### src/hw/rtl/prs_pkg.sv
// Shared types, register map and reset constants for the paired relay timed sequencer.
// No dependencies; every other file in hw/rtl refers to this package by scoped names.
`default_nettype none

package prs_pkg;

   // Width of every configuration register and of the write data port.
   localparam int REG_BITS = 20;
   // Default width of the tick counters.
   localparam int TIMER_BITS_DEFAULT = 20;
   localparam int CSR_INDEX_BITS = 3;

   localparam logic [REG_BITS-1:0] SWITCH_ON_DELAY_RESET  = 20'd3000;
   localparam logic [REG_BITS-1:0] RELAY_RUN_LIMIT_RESET  = 20'd905000;
   localparam logic [REG_BITS-1:0] SWITCH_RUN_LIMIT_RESET = 20'd900000;
   localparam logic [REG_BITS-1:0] BUZZ_LENGTH_RESET      = 20'd1000;
   localparam logic [REG_BITS-1:0] RESET_DEBOUNCE_RESET   = 20'd50;

   typedef enum logic [CSR_INDEX_BITS-1:0] {
      CSR_SWITCH_ON_DELAY  = 3'd0,
      CSR_RELAY_RUN_LIMIT  = 3'd1,
      CSR_SWITCH_RUN_LIMIT = 3'd2,
      CSR_BUZZ_LENGTH      = 3'd3,
      CSR_RESET_DEBOUNCE   = 3'd4
   } csr_index_type;

   typedef struct packed {
      logic [REG_BITS-1:0] switch_on_delay;
      logic [REG_BITS-1:0] relay_run_limit;
      logic [REG_BITS-1:0] switch_run_limit;
      logic [REG_BITS-1:0] buzz_length;
      logic [REG_BITS-1:0] reset_debounce;
   } cfg_type;

   typedef struct packed {
      logic       tick;
      logic [3:0] button_levels;
      logic       reset_level;
      logic       remote_valid;
      logic [1:0] remote_zone;
      logic       remote_value;
      logic       remote_reset;
   } req_type;

   typedef struct packed {
      logic [3:0] relay_outputs;
      logic       switch_output;
      logic       buzzer_output;
   } rsp_type;

   // Relay pair of each zone: bit i is relay i+1.
   function automatic logic [3:0] pair_mask(input logic [1:0] zone);
      logic [3:0] mask;
      unique case (zone)
         2'd0: mask = 4'b0101;
         2'd1: mask = 4'b1001;
         2'd2: mask = 4'b0110;
         2'd3: mask = 4'b1010;
         default: mask = 4'b0000;
      endcase
      return mask;
   endfunction

endpackage

`default_nettype wire

### src/hw/rtl/paired_relay_timed_sequencer_core.sv
// A request is held in the input register, its result in the result register behind it.
// Throughput: one item per cycle unless stalled; one pass of logic between the registers.
// A full, stalled result register holds a full input register and raises req_stall.
// Reset (synchronous, active high) empties both registers, restores the register defaults
// and clears relays, switch, timers, buzzer and debounce; button history reads released.
// Top level of the paired relay timed sequencer; uses prs_pkg, prs_csr and prs_engine.
`default_nettype none

module paired_relay_timed_sequencer_core #(
   parameter int TIMER_BITS = prs_pkg::TIMER_BITS_DEFAULT
) (
   input  wire logic                                clock,
   input  wire logic                                reset,
   input  wire logic                                req_valid,
   output      logic                                req_stall,
   input  wire prs_pkg::req_type                    req_data,
   output      logic                                rsp_valid,
   input  wire logic                                rsp_stall,
   output prs_pkg::rsp_type                         rsp_data,
   input  wire logic                                csr_we,
   input  wire logic [prs_pkg::CSR_INDEX_BITS-1:0] csr_index,
   input  wire logic [prs_pkg::REG_BITS-1:0]       csr_wdata
);

   prs_pkg::cfg_type cfg;
   prs_pkg::rsp_type result;

   logic             in_valid_ff, in_valid_in;
   prs_pkg::req_type in_data_ff;
   logic             out_valid_ff, out_valid_in;
   prs_pkg::rsp_type out_data_ff;
   logic             fire;

   // Process the held item when the result register is free or draining.
   assign fire        = in_valid_ff && (!out_valid_ff || !rsp_stall);
   assign req_stall   = in_valid_ff && !fire;
   assign in_valid_in = req_stall ? in_valid_ff : req_valid;
   assign out_valid_in = fire ? 1'b1 : (out_valid_ff && rsp_stall);

   always_ff @(posedge clock) begin
      if (reset) begin
         in_valid_ff  <= 1'b0;
         out_valid_ff <= 1'b0;
      end else begin
         in_valid_ff  <= in_valid_in;
         out_valid_ff <= out_valid_in;
      end
   end

   always_ff @(posedge clock) begin
      if (!req_stall) begin
         in_data_ff <= req_data;
      end
      if (fire) begin
         out_data_ff <= result;
      end
   end

   prs_csr u_csr (
      .clock     (clock),
      .reset     (reset),
      .csr_we    (csr_we),
      .csr_index (csr_index),
      .csr_wdata (csr_wdata),
      .cfg       (cfg)
   );

   prs_engine #(
      .TIMER_BITS (TIMER_BITS)
   ) u_engine (
      .clock  (clock),
      .reset  (reset),
      .fire   (fire),
      .item   (in_data_ff),
      .cfg    (cfg),
      .result (result)
   );

   assign rsp_valid = out_valid_ff;
   assign rsp_data  = out_data_ff;

endmodule

`default_nettype wire

### src/hw/rtl/prs_csr.sv
// Configuration register file of the paired relay timed sequencer.
// Depends on prs_pkg for the register map, widths and reset values.
`default_nettype none

module prs_csr (
   input  wire logic                                clock,
   input  wire logic                                reset,
   input  wire logic                                csr_we,
   input  wire logic [prs_pkg::CSR_INDEX_BITS-1:0] csr_index,
   input  wire logic [prs_pkg::REG_BITS-1:0]       csr_wdata,
   output prs_pkg::cfg_type                         cfg
);

   prs_pkg::cfg_type cfg_ff;
   prs_pkg::cfg_type cfg_in;

   always_comb begin
      cfg_in = cfg_ff;
      if (csr_we) begin
         // indexes beyond the map are dropped
         unique case (csr_index)
            prs_pkg::CSR_SWITCH_ON_DELAY:  cfg_in.switch_on_delay  = csr_wdata;
            prs_pkg::CSR_RELAY_RUN_LIMIT:  cfg_in.relay_run_limit  = csr_wdata;
            prs_pkg::CSR_SWITCH_RUN_LIMIT: cfg_in.switch_run_limit = csr_wdata;
            prs_pkg::CSR_BUZZ_LENGTH:      cfg_in.buzz_length      = csr_wdata;
            prs_pkg::CSR_RESET_DEBOUNCE:   cfg_in.reset_debounce   = csr_wdata;
            default: cfg_in = cfg_ff;
         endcase
      end
   end

   always_ff @(posedge clock) begin
      if (reset) begin
         cfg_ff.switch_on_delay  <= prs_pkg::SWITCH_ON_DELAY_RESET;
         cfg_ff.relay_run_limit  <= prs_pkg::RELAY_RUN_LIMIT_RESET;
         cfg_ff.switch_run_limit <= prs_pkg::SWITCH_RUN_LIMIT_RESET;
         cfg_ff.buzz_length      <= prs_pkg::BUZZ_LENGTH_RESET;
         cfg_ff.reset_debounce   <= prs_pkg::RESET_DEBOUNCE_RESET;
      end else begin
         cfg_ff <= cfg_in;
      end
   end

   assign cfg = cfg_ff;

endmodule

`default_nettype wire

### src/hw/rtl/prs_engine.sv
// Relay, switch, timer, buzzer and debounce state with its single-pass update logic.
// Depends on prs_pkg for the item, result and configuration types.
`default_nettype none

module prs_engine #(
   parameter int TIMER_BITS = prs_pkg::TIMER_BITS_DEFAULT
) (
   input  wire logic       clock,
   input  wire logic       reset,
   input  wire logic       fire,
   input  wire prs_pkg::req_type item,
   input  wire prs_pkg::cfg_type cfg,
   output prs_pkg::rsp_type result
);

   localparam int CMP_BITS = (TIMER_BITS > prs_pkg::REG_BITS) ? TIMER_BITS : prs_pkg::REG_BITS;
   localparam logic [TIMER_BITS-1:0] CNT_MAX = {TIMER_BITS{1'b1}};

   logic [3:0]            relay_states_ff, relay_states_in;
   logic                  switch_state_ff, switch_state_in;
   logic [3:0]            last_buttons_ff, last_buttons_in;
   logic                  last_reset_ff, last_reset_in;
   logic                  on_delay_active_ff, on_delay_active_in;
   logic [TIMER_BITS-1:0] on_delay_count_ff, on_delay_count_in;
   logic                  relay_timer_active_ff, relay_timer_active_in;
   logic [TIMER_BITS-1:0] relay_timer_count_ff, relay_timer_count_in;
   logic                  switch_timer_active_ff, switch_timer_active_in;
   logic [TIMER_BITS-1:0] switch_timer_count_ff, switch_timer_count_in;
   logic [TIMER_BITS-1:0] buzz_count_ff, buzz_count_in;
   logic                  debounce_pending_ff, debounce_pending_in;
   logic [TIMER_BITS-1:0] debounce_count_ff, debounce_count_in;

   logic [TIMER_BITS-1:0] buzz_load;
   logic [3:0]            mask;

   function automatic logic [TIMER_BITS-1:0] advance(input logic [TIMER_BITS-1:0] cnt);
      return (cnt == CNT_MAX) ? cnt : cnt + 1'b1;
   endfunction

   function automatic logic reached(input logic [TIMER_BITS-1:0] cnt,
                                    input logic [prs_pkg::REG_BITS-1:0] limit);
      return CMP_BITS'(cnt) >= CMP_BITS'(limit);
   endfunction

   // Clamp the pulse length to what the counter holds.
   always_comb begin
      if (CMP_BITS'(cfg.buzz_length) > CMP_BITS'(CNT_MAX)) begin
         buzz_load = CNT_MAX;
      end else begin
         buzz_load = TIMER_BITS'(cfg.buzz_length);
      end
   end

   always_comb begin
      relay_states_in        = relay_states_ff;
      switch_state_in        = switch_state_ff;
      on_delay_active_in     = on_delay_active_ff;
      on_delay_count_in      = on_delay_count_ff;
      relay_timer_active_in  = relay_timer_active_ff;
      relay_timer_count_in   = relay_timer_count_ff;
      switch_timer_active_in = switch_timer_active_ff;
      switch_timer_count_in  = switch_timer_count_ff;
      buzz_count_in          = buzz_count_ff;
      debounce_pending_in    = debounce_pending_ff;
      debounce_count_in      = debounce_count_ff;
      mask                   = prs_pkg::pair_mask(item.remote_zone);

      if (item.tick) begin
         if (on_delay_active_ff)     on_delay_count_in     = advance(on_delay_count_ff);
         if (relay_timer_active_ff)  relay_timer_count_in  = advance(relay_timer_count_ff);
         if (switch_timer_active_ff) switch_timer_count_in = advance(switch_timer_count_ff);
         if (debounce_pending_ff)    debounce_count_in     = advance(debounce_count_ff);
         if (buzz_count_ff != '0)    buzz_count_in         = buzz_count_ff - 1'b1;
      end

      if (item.remote_valid) begin
         relay_states_in = item.remote_value ? (relay_states_in | mask)
                                             : (relay_states_in & ~mask);
         switch_state_in = item.remote_value;
         buzz_count_in   = buzz_load;
      end
      if (item.remote_reset) begin
         relay_states_in        = '0;
         switch_state_in        = 1'b0;
         on_delay_active_in     = 1'b0;
         relay_timer_active_in  = 1'b0;
         switch_timer_active_in = 1'b0;
      end

      // Falling edges in zone order; each sees the pair state left by the one before.
      for (int i = 0; i < 4; i++) begin
         if (!item.button_levels[i] && last_buttons_ff[i]) begin
            mask            = prs_pkg::pair_mask(2'(i));
            relay_states_in = relay_states_in ^ mask;
            buzz_count_in   = buzz_load;
            if ((relay_states_in & mask) == mask) begin
               relay_timer_active_in = 1'b1;
               relay_timer_count_in  = '0;
               on_delay_active_in    = 1'b1;
               on_delay_count_in     = '0;
            end else begin
               switch_state_in = 1'b0;
            end
         end
      end

      if (!item.reset_level && last_reset_ff) begin
         debounce_pending_in = 1'b1;
         debounce_count_in   = '0;
      end else if (item.reset_level) begin
         debounce_pending_in = 1'b0;
      end
      if (debounce_pending_in && reached(debounce_count_in, cfg.reset_debounce)) begin
         debounce_pending_in    = 1'b0;
         relay_states_in        = '0;
         switch_state_in        = 1'b0;
         on_delay_active_in     = 1'b0;
         relay_timer_active_in  = 1'b0;
         switch_timer_active_in = 1'b0;
      end

      if (on_delay_active_in && reached(on_delay_count_in, cfg.switch_on_delay)) begin
         switch_state_in        = 1'b1;
         switch_timer_active_in = 1'b1;
         switch_timer_count_in  = '0;
         on_delay_active_in     = 1'b0;
      end
      if (relay_timer_active_in && reached(relay_timer_count_in, cfg.relay_run_limit)) begin
         relay_states_in       = '0;
         relay_timer_active_in = 1'b0;
         buzz_count_in         = buzz_load;
      end
      if (switch_timer_active_in && reached(switch_timer_count_in, cfg.switch_run_limit)) begin
         switch_state_in        = 1'b0;
         switch_timer_active_in = 1'b0;
      end
   end

   assign last_buttons_in = item.button_levels;
   assign last_reset_in   = item.reset_level;

   always_ff @(posedge clock) begin
      if (reset) begin
         relay_states_ff        <= '0;
         switch_state_ff        <= 1'b0;
         last_buttons_ff        <= '1;
         last_reset_ff          <= 1'b1;
         on_delay_active_ff     <= 1'b0;
         on_delay_count_ff      <= '0;
         relay_timer_active_ff  <= 1'b0;
         relay_timer_count_ff   <= '0;
         switch_timer_active_ff <= 1'b0;
         switch_timer_count_ff  <= '0;
         buzz_count_ff          <= '0;
         debounce_pending_ff    <= 1'b0;
         debounce_count_ff      <= '0;
      end else if (fire) begin
         relay_states_ff        <= relay_states_in;
         switch_state_ff        <= switch_state_in;
         last_buttons_ff        <= last_buttons_in;
         last_reset_ff          <= last_reset_in;
         on_delay_active_ff     <= on_delay_active_in;
         on_delay_count_ff      <= on_delay_count_in;
         relay_timer_active_ff  <= relay_timer_active_in;
         relay_timer_count_ff   <= relay_timer_count_in;
         switch_timer_active_ff <= switch_timer_active_in;
         switch_timer_count_ff  <= switch_timer_count_in;
         buzz_count_ff          <= buzz_count_in;
         debounce_pending_ff    <= debounce_pending_in;
         debounce_count_ff      <= debounce_count_in;
      end
   end

   // Result is the state after the item.
   assign result.relay_outputs = relay_states_in;
   assign result.switch_output = switch_state_in;
   assign result.buzzer_output = (buzz_count_in != '0);

endmodule

`default_nettype wire

### config.mk
export PLATFORM = sky130hd
export DESIGN_NAME = paired_relay_timed_sequencer_core
export DESIGN_NICKNAME = d
export VERILOG_FILES = /design/src/hw/rtl/prs_pkg.sv /design/src/hw/rtl/paired_relay_timed_sequencer_core.sv /design/src/hw/rtl/prs_csr.sv /design/src/hw/rtl/prs_engine.sv
export SDC_FILE = /design/constraint.sdc
export NUM_CORES = 1
export LEC_CHECK = 0
export BUFFER_PORTS_ARGS = -buffer_cell sky130_fd_sc_hd__buf_2
export CAP_MARGIN = 10
export CORE_ASPECT_RATIO = 2
export CORE_MARGIN = 2
export CORE_UTILIZATION = 55
export CTS_CLUSTER_SIZE = 20
export DETAILED_ROUTE_END_ITERATION = 8
export PLACE_DENSITY = 0.72
export SYNTH_ARGS = -nofsm -noshare
export SYNTH_HDL_FRONTEND = slang
export SYNTH_SLANG_ARGS = --single-unit
### constraint.sdc
create_clock -name clock -period 7.6 [get_ports clock]
set_input_delay 1.14 -clock clock [delete_from_list [all_inputs] [get_ports clock]]
set_output_delay 1.14 -clock clock [all_outputs]
set_load 0.02 [all_outputs]
After elaboration in Yosys (flattened, before gate mapping) --
Cells that the tools add are included. Widths: inputs -> output; s select.
Operators by class: $add $sub $neg 5, $lt $le $gt $ge 5, equal/unequal tests 15, multiplexer cells 96, bitwise gates (word level) 11, reduce and logical (&&, ||, !) cells 30
Operators with widths (number):
- $mux 20 | 39
- $add 20x1->20 const B | 4
- $eq 20x20->1 const B | 4
- $ge 20x20->1 | 4
- $mux 4 | 13
- $mux 1 | 43
- $reduce_bool 20->1 | 2
- $and 4x4->4 | 5
- $gt 20x20->1 const B | 1
- $sub 20x1->20 const B | 1
- $eq 4x4->1 | 4
- $pmux 4 s4 | 1
- $xor 4x4->4 | 4
- $logic_and 1x1->1 | 12
- $reduce_and 2->1 | 5
- $logic_not 1->1 | 8
- $eq 3x2->1 const B | 2
- $eq 2x2->1 const B | 2
- $not 4->4 | 1
- $or 4x4->4 | 1
- $eq 3x1->1 const B | 1
- $eq 3x3->1 const B | 1
- $logic_not 3->1 | 1
- $eq 2x1->1 const B | 1
- 2 further kinds | 2
Storage, ports and cells: flip-flop bits (word level) 233, input port bits 39, logic and storage cells 192

Longest topological paths before layout --
depth in word-level cells 24, gate-level depth with buffers 29, gate-level depth less buffers 25

Hierarchy --
From an unflattened synthesis, not the netlist that was laid out.
Unflattened totals: cell total of the unflattened synthesis 1765, area total of the unflattened synthesis 14515.2 um2
By module, submodules not included:
- prs_engine | instances 1, cells an instance 1363, area each 9935.8 um2, seq. area each 2282.2 um2
- prs_csr | instances 1, cells an instance 376, area each 3986.3 um2, seq. area each 2001.9 um2
- paired_relay_timed_sequencer_core | instances 1, cells an instance 26, area each 593.1 um2, seq. area each 550.5 um2

Worst setup path after synthesis --
OpenSTA, ideal clock, no wires.
path kind flip-flop to flip-flop, start point register u_engine.debounce_count_ff[3], end point register out_data_ff (netlist bit rsp_data[1]) (data pin), data arrival time 5.915 ns, slack 1.554 ns, cell stages (with the launch flop) 29, path buffers 5, clock period less this slack 6.046 ns, cell sequence dfxtp_1 -> buf_2 -> and4_1 -> nand4_1 -> o41ai_2 -> nor2_1 -> clkbuf_1 -> and3_1 -> xnor2_1 -> nor2_1 -> ha_1 -> and3_1 -> a221o_1 -> a221oi_1 -> o311ai_1 -> nand2_1 -> o211a_1 -> buf_2 -> buf_2 -> buf_2 -> nor2_1 -> ha_1 -> a21o_1 -> a211oi_1 -> o211ai_1 -> a41o_1 -> a221oi_1 -> o21bai_1 -> and2_1
RTL lines:
- start, declared | RTL line prs_engine.sv:31 | logic [TIMER_BITS-1:0] debounce_count_ff, debounce_count_in;
- start signal, assigned | RTL line prs_engine.sv:170 | debounce_count_ff <= debounce_count_in;
- end signal, assigned | RTL line paired_relay_timed_sequencer_core.sv:55 | out_data_ff <= result;
- end, declared | RTL line paired_relay_timed_sequencer_core.sv:31 | prs_pkg::rsp_type out_data_ff;

==> impl_metrics.yaml <==
global_routing:
  overflow: 0
  grt_pass1_vias: 12600
  grt_pass1_wl_mm: 64.1
  grt_max_degree: 72
  antenna_found_initial: 0
  track_usage_pct: 30.1
power_and_ir_drop:
  leakage_nw: 5.88
  powerDensity_mw_per_mm2: 188
  vdd_drop_max_uv: 264
  p_total_mw: 2.85
clocking:
  cts_buffers: 23
  cts.htree.levels: 1
  path_clk_slew_ns: 0.07
  cts_root_buf: "clkbuf_16"
  clock_latency_ns: 0.53
  ctsHoldBuffers: 0
  cts_setup_buffers: 0
  cts_tree: "yes"
  clockBufferDepth: 3
  clock_sinks: 233
  post_cts_resized: 0
routing:
  routed-wl-met2_mm: 20.4
  totalWireLength_mm: 40.0
  vias: 13000
  route.detailed.drc: 0
  drt-met1-wl_mm: 15.3
  wl_per_cell_um: 18.5
  dr.pass1.iters: 7
  drtIter0Drc: 942
  met3_wirelength_mm: 1.81
  highest_layer: "met4"
  postRouteAntennaNets: 0
  avgViaCountPerCell: 6.03
die:
  die_x_um: 117
  boundaryPins: 47
  core-area_mm2: 0.0250
  rows: 82
  die_h_um: 229
  start_util_pct: 55.8
  die_area_mm2: 0.0268
placement:
  placed_area_mm2: 0.0143
  place.port_buffers: 46
  hpwl_mm: 29.0
  dpl.cell_count: 2118
  gp_congestion: 0.897
  place_ws_ns: 0.793
sta:
  min_period_ns: 6.90
  rsz0062_at_grt: "false"
  fin_setup_tns_ns: 0
  fin_ws_ns: 0.700
  hold_violations: 0
  final-setup-viol-count: 0
  tightestPinTransition_ns: 1.14
  slew-limit-headroom_pct: 23.7
  period_share_pct: 90.8
  timing.final.max_slew_violations: 0
  fin_worst_skew_ns: 0.0140
  fmax_ghz: 0.145
yosys:
  netlist_instances: 1821
  ys_ff_latch: 233
  post_synth_and_or_nand_nor_area_fraction_pct: 26.3
  synth.area.top_cells: "dfxtp_1 31%, nand2_1 8.3%, ha_1 7.7%, a21oi_1 5.9%, nor2_1 4.3%"
  synth_fa_ha_area_share_pct: 7.70
  async_flop_share_pct: 0
  yosys_warnings: 0
  yosys.area.top_type: "dfxtp_1"
  synth_edf_count: 17
  synth_top_flop_cell: "dfxtp_1"
  synth_nets: 1946
  synthXorXnorAreaFrac_pct: 4.39
  synth_compound_area_share_pct: 20.1
  netlist.area_leader.share_pct: 30.9
  ys_seq_area_share_pct: 34.6
  synthesis.area_mm2: 0.0140
  yosysUniqueCellTypes: 91
  synth_top_family_by_area: "simple AND/OR/NAND/NOR gates"
  avgSynthCellArea_um2: 7.67
  synth.area.mux_share_pct: 1.16
critical_path:
  worstPathArrival_ns: 7.30
  crit_fanout: 16
  crit_required_ns: 8.00
  worstSetupEndpointType: "flip-flop"
  critPathLaunchType: "flip-flop"
  worstSetupPathType: "reg -> reg"
final_layout:
  drive_gt1_share_pct: 7.79
  diodes: 0
  fin_nets: 1932
  final_cell_area_mm2: 0.0151
  layout.cells.non_filler: 2159
  synthToLayoutAreaGrowth_pct: 8.25
  n_fill_cell: 2347
run:
  cap_viol_max_count: 0
status:
  status: "finished clean"
worst_hold_path:
  hp-class: "reg -> reg"
## cells by family (layout without fill, tap and decap cells)
kind of cell    after synthesis  after routing
simple gates                776            776
xor+xnor                     70             70
mux                          16             16
buf+inv                     197            199
fa+ha+maj                    86             86
compound gates              443            443
flops                       233            233
## critical path, stage by stage (launching register included)
cell and delay (ns):
dfxtp_1 0.47, and4_1 0.30, nand4_1 0.23, o41ai_2 0.68, nor2_1 0.35, and3_1 0.29
xnor2_1 0.16, nor2_1 0.06, ha_1 0.31, and3_1 0.16, a221o_1 0.35, a221oi_1 0.30
o311ai_1 0.27, nand2_1 0.26, o211a_1 0.49, buf_4 0.30, a31oi_1 0.08, o21a_1 0.14
ha_1 0.28, nor2b_1 0.13, o21ai_0 0.15, nand2_1 0.06, a41o_1 0.20, a221oi_1 0.42
o21bai_1 0.19, and2_1 0.14
## cell usage after synthesis, types with 20 or more instances
library cell / count
nor3_1: 39
ha_1: 86
a31oi_1: 23
nand2_1: 310
nand4_1: 27
clkbuf_1: 80
dfxtp_1: 216
o21ai_0: 88
nor2_1: 159
o211ai_1: 38
nor2b_1: 20
xor2_1: 34
nand3_1: 78
xnor2_1: 36
or3_1: 23
a21oi_1: 166
inv_1: 94
## layout by cell type, fill, tap and decap left out, drive strengths merged, types with 16 or more instances in the layout
| cell | count |
|---|---|
| nand2 | 311 |
| dfxtp | 216 |
| a21oi | 166 |
| nor2 | 159 |
| inv | 98 |
| o21ai | 89 |
| ha | 86 |
| nand3 | 79 |
| buf | 63 |
| nor3 | 40 |
| o211ai | 39 |
| xnor2 | 36 |
| xor2 | 34 |
| clkbuf | 31 |
| nand4 | 27 |
| or3 | 24 |
| a31oi | 23 |
| nor2b | 20 |
| nor4 | 19 |
| a21o | 18 |
| edfxtp | 17 |
| and3 | 17 |
| nand2b | 16 |
## cell type report
| class | count | area (um2) | area share (%) |
|---|---|---|---|
| clock inverters | 10 | 146 | 0.968 |
| well taps | 336 | 420 | 2.78 |
| clock buffers | 31 | 658 | 4.35 |
| repair buffers | 63 | 360 | 2.38 |
| flip-flops and latches | 233 | 4830 | 32.0 |
| multi-input cells | 1391 | 8350 | 55.2 |
| inverters | 95 | 357 | 2.36 |
## flip-flops by register name, indices dropped and copies added, names as in the netlist
signal,cells
u_engine.switch_timer_active_ff,1
u_engine.buzz_count_ff,20
u_engine.relay_timer_count_ff,20
u_engine.switch_timer_count_ff,20
rsp_valid,1
rsp_data,6
u_engine.on_delay_count_ff,20
in_data_ff,11
u_engine.last_buttons_ff,4
u_engine.debounce_count_ff,20
u_engine.debounce_pending_ff,1
u_engine.last_reset_ff,1
u_engine.switch_state_ff,1
u_engine.relay_states_ff,4
u_engine.relay_timer_active_ff,1
u_engine.on_delay_active_ff,1
u_csr.cfg,100
in_valid_ff,1
## layer usage
layer / track usage [%] / up-vias
met5: 0 / -
met4: 17.2 / 0
met3: 3.33 / 123
met2: 53.4 / 369
met1: 33.7 / 6132
li1: - / 6396
## path summary, 6_finish.rpt
kind / startpoint / to / slack, ns / depth (start not counted)
setup / recovery: u_engine.debounce_count_ff[3] / rsp_data[1] / 0.70 / 25
hold / removal: u_csr.cfg[44] / u_csr.cfg[44] / 0.46 / 2
setup reg to reg: u_engine.debounce_count_ff[3] / rsp_data[1] / 0.70 / 25
hold reg to reg: u_csr.cfg[44] / u_csr.cfg[44] / 0.46 / 2
## through the flow
stage,util (%),hold slack [ns]
6_report,60.4,0.456
5_1_grt,60.4,0.473
4_1_cts,60.4,0.457
3_5_place_dp,57.2,0.448
3_3_place_gp,57.2,0.442
2_1_floorplan,-,0.436
## report_power, final
part / switching (mW) / total, mW / internal, mW / leakage [nW]
logic: 0.221 / 0.320 / 0.0987 / 3.57
clock network: 0.515 / 1.23 / 0.719 / 0.389
registers: 0.0279 / 1.29 / 1.27 / 1.92
total: 0.764 / 2.85 / 2.08 / 5.88
Note: power is estimated with default switching activity, not from simulation.
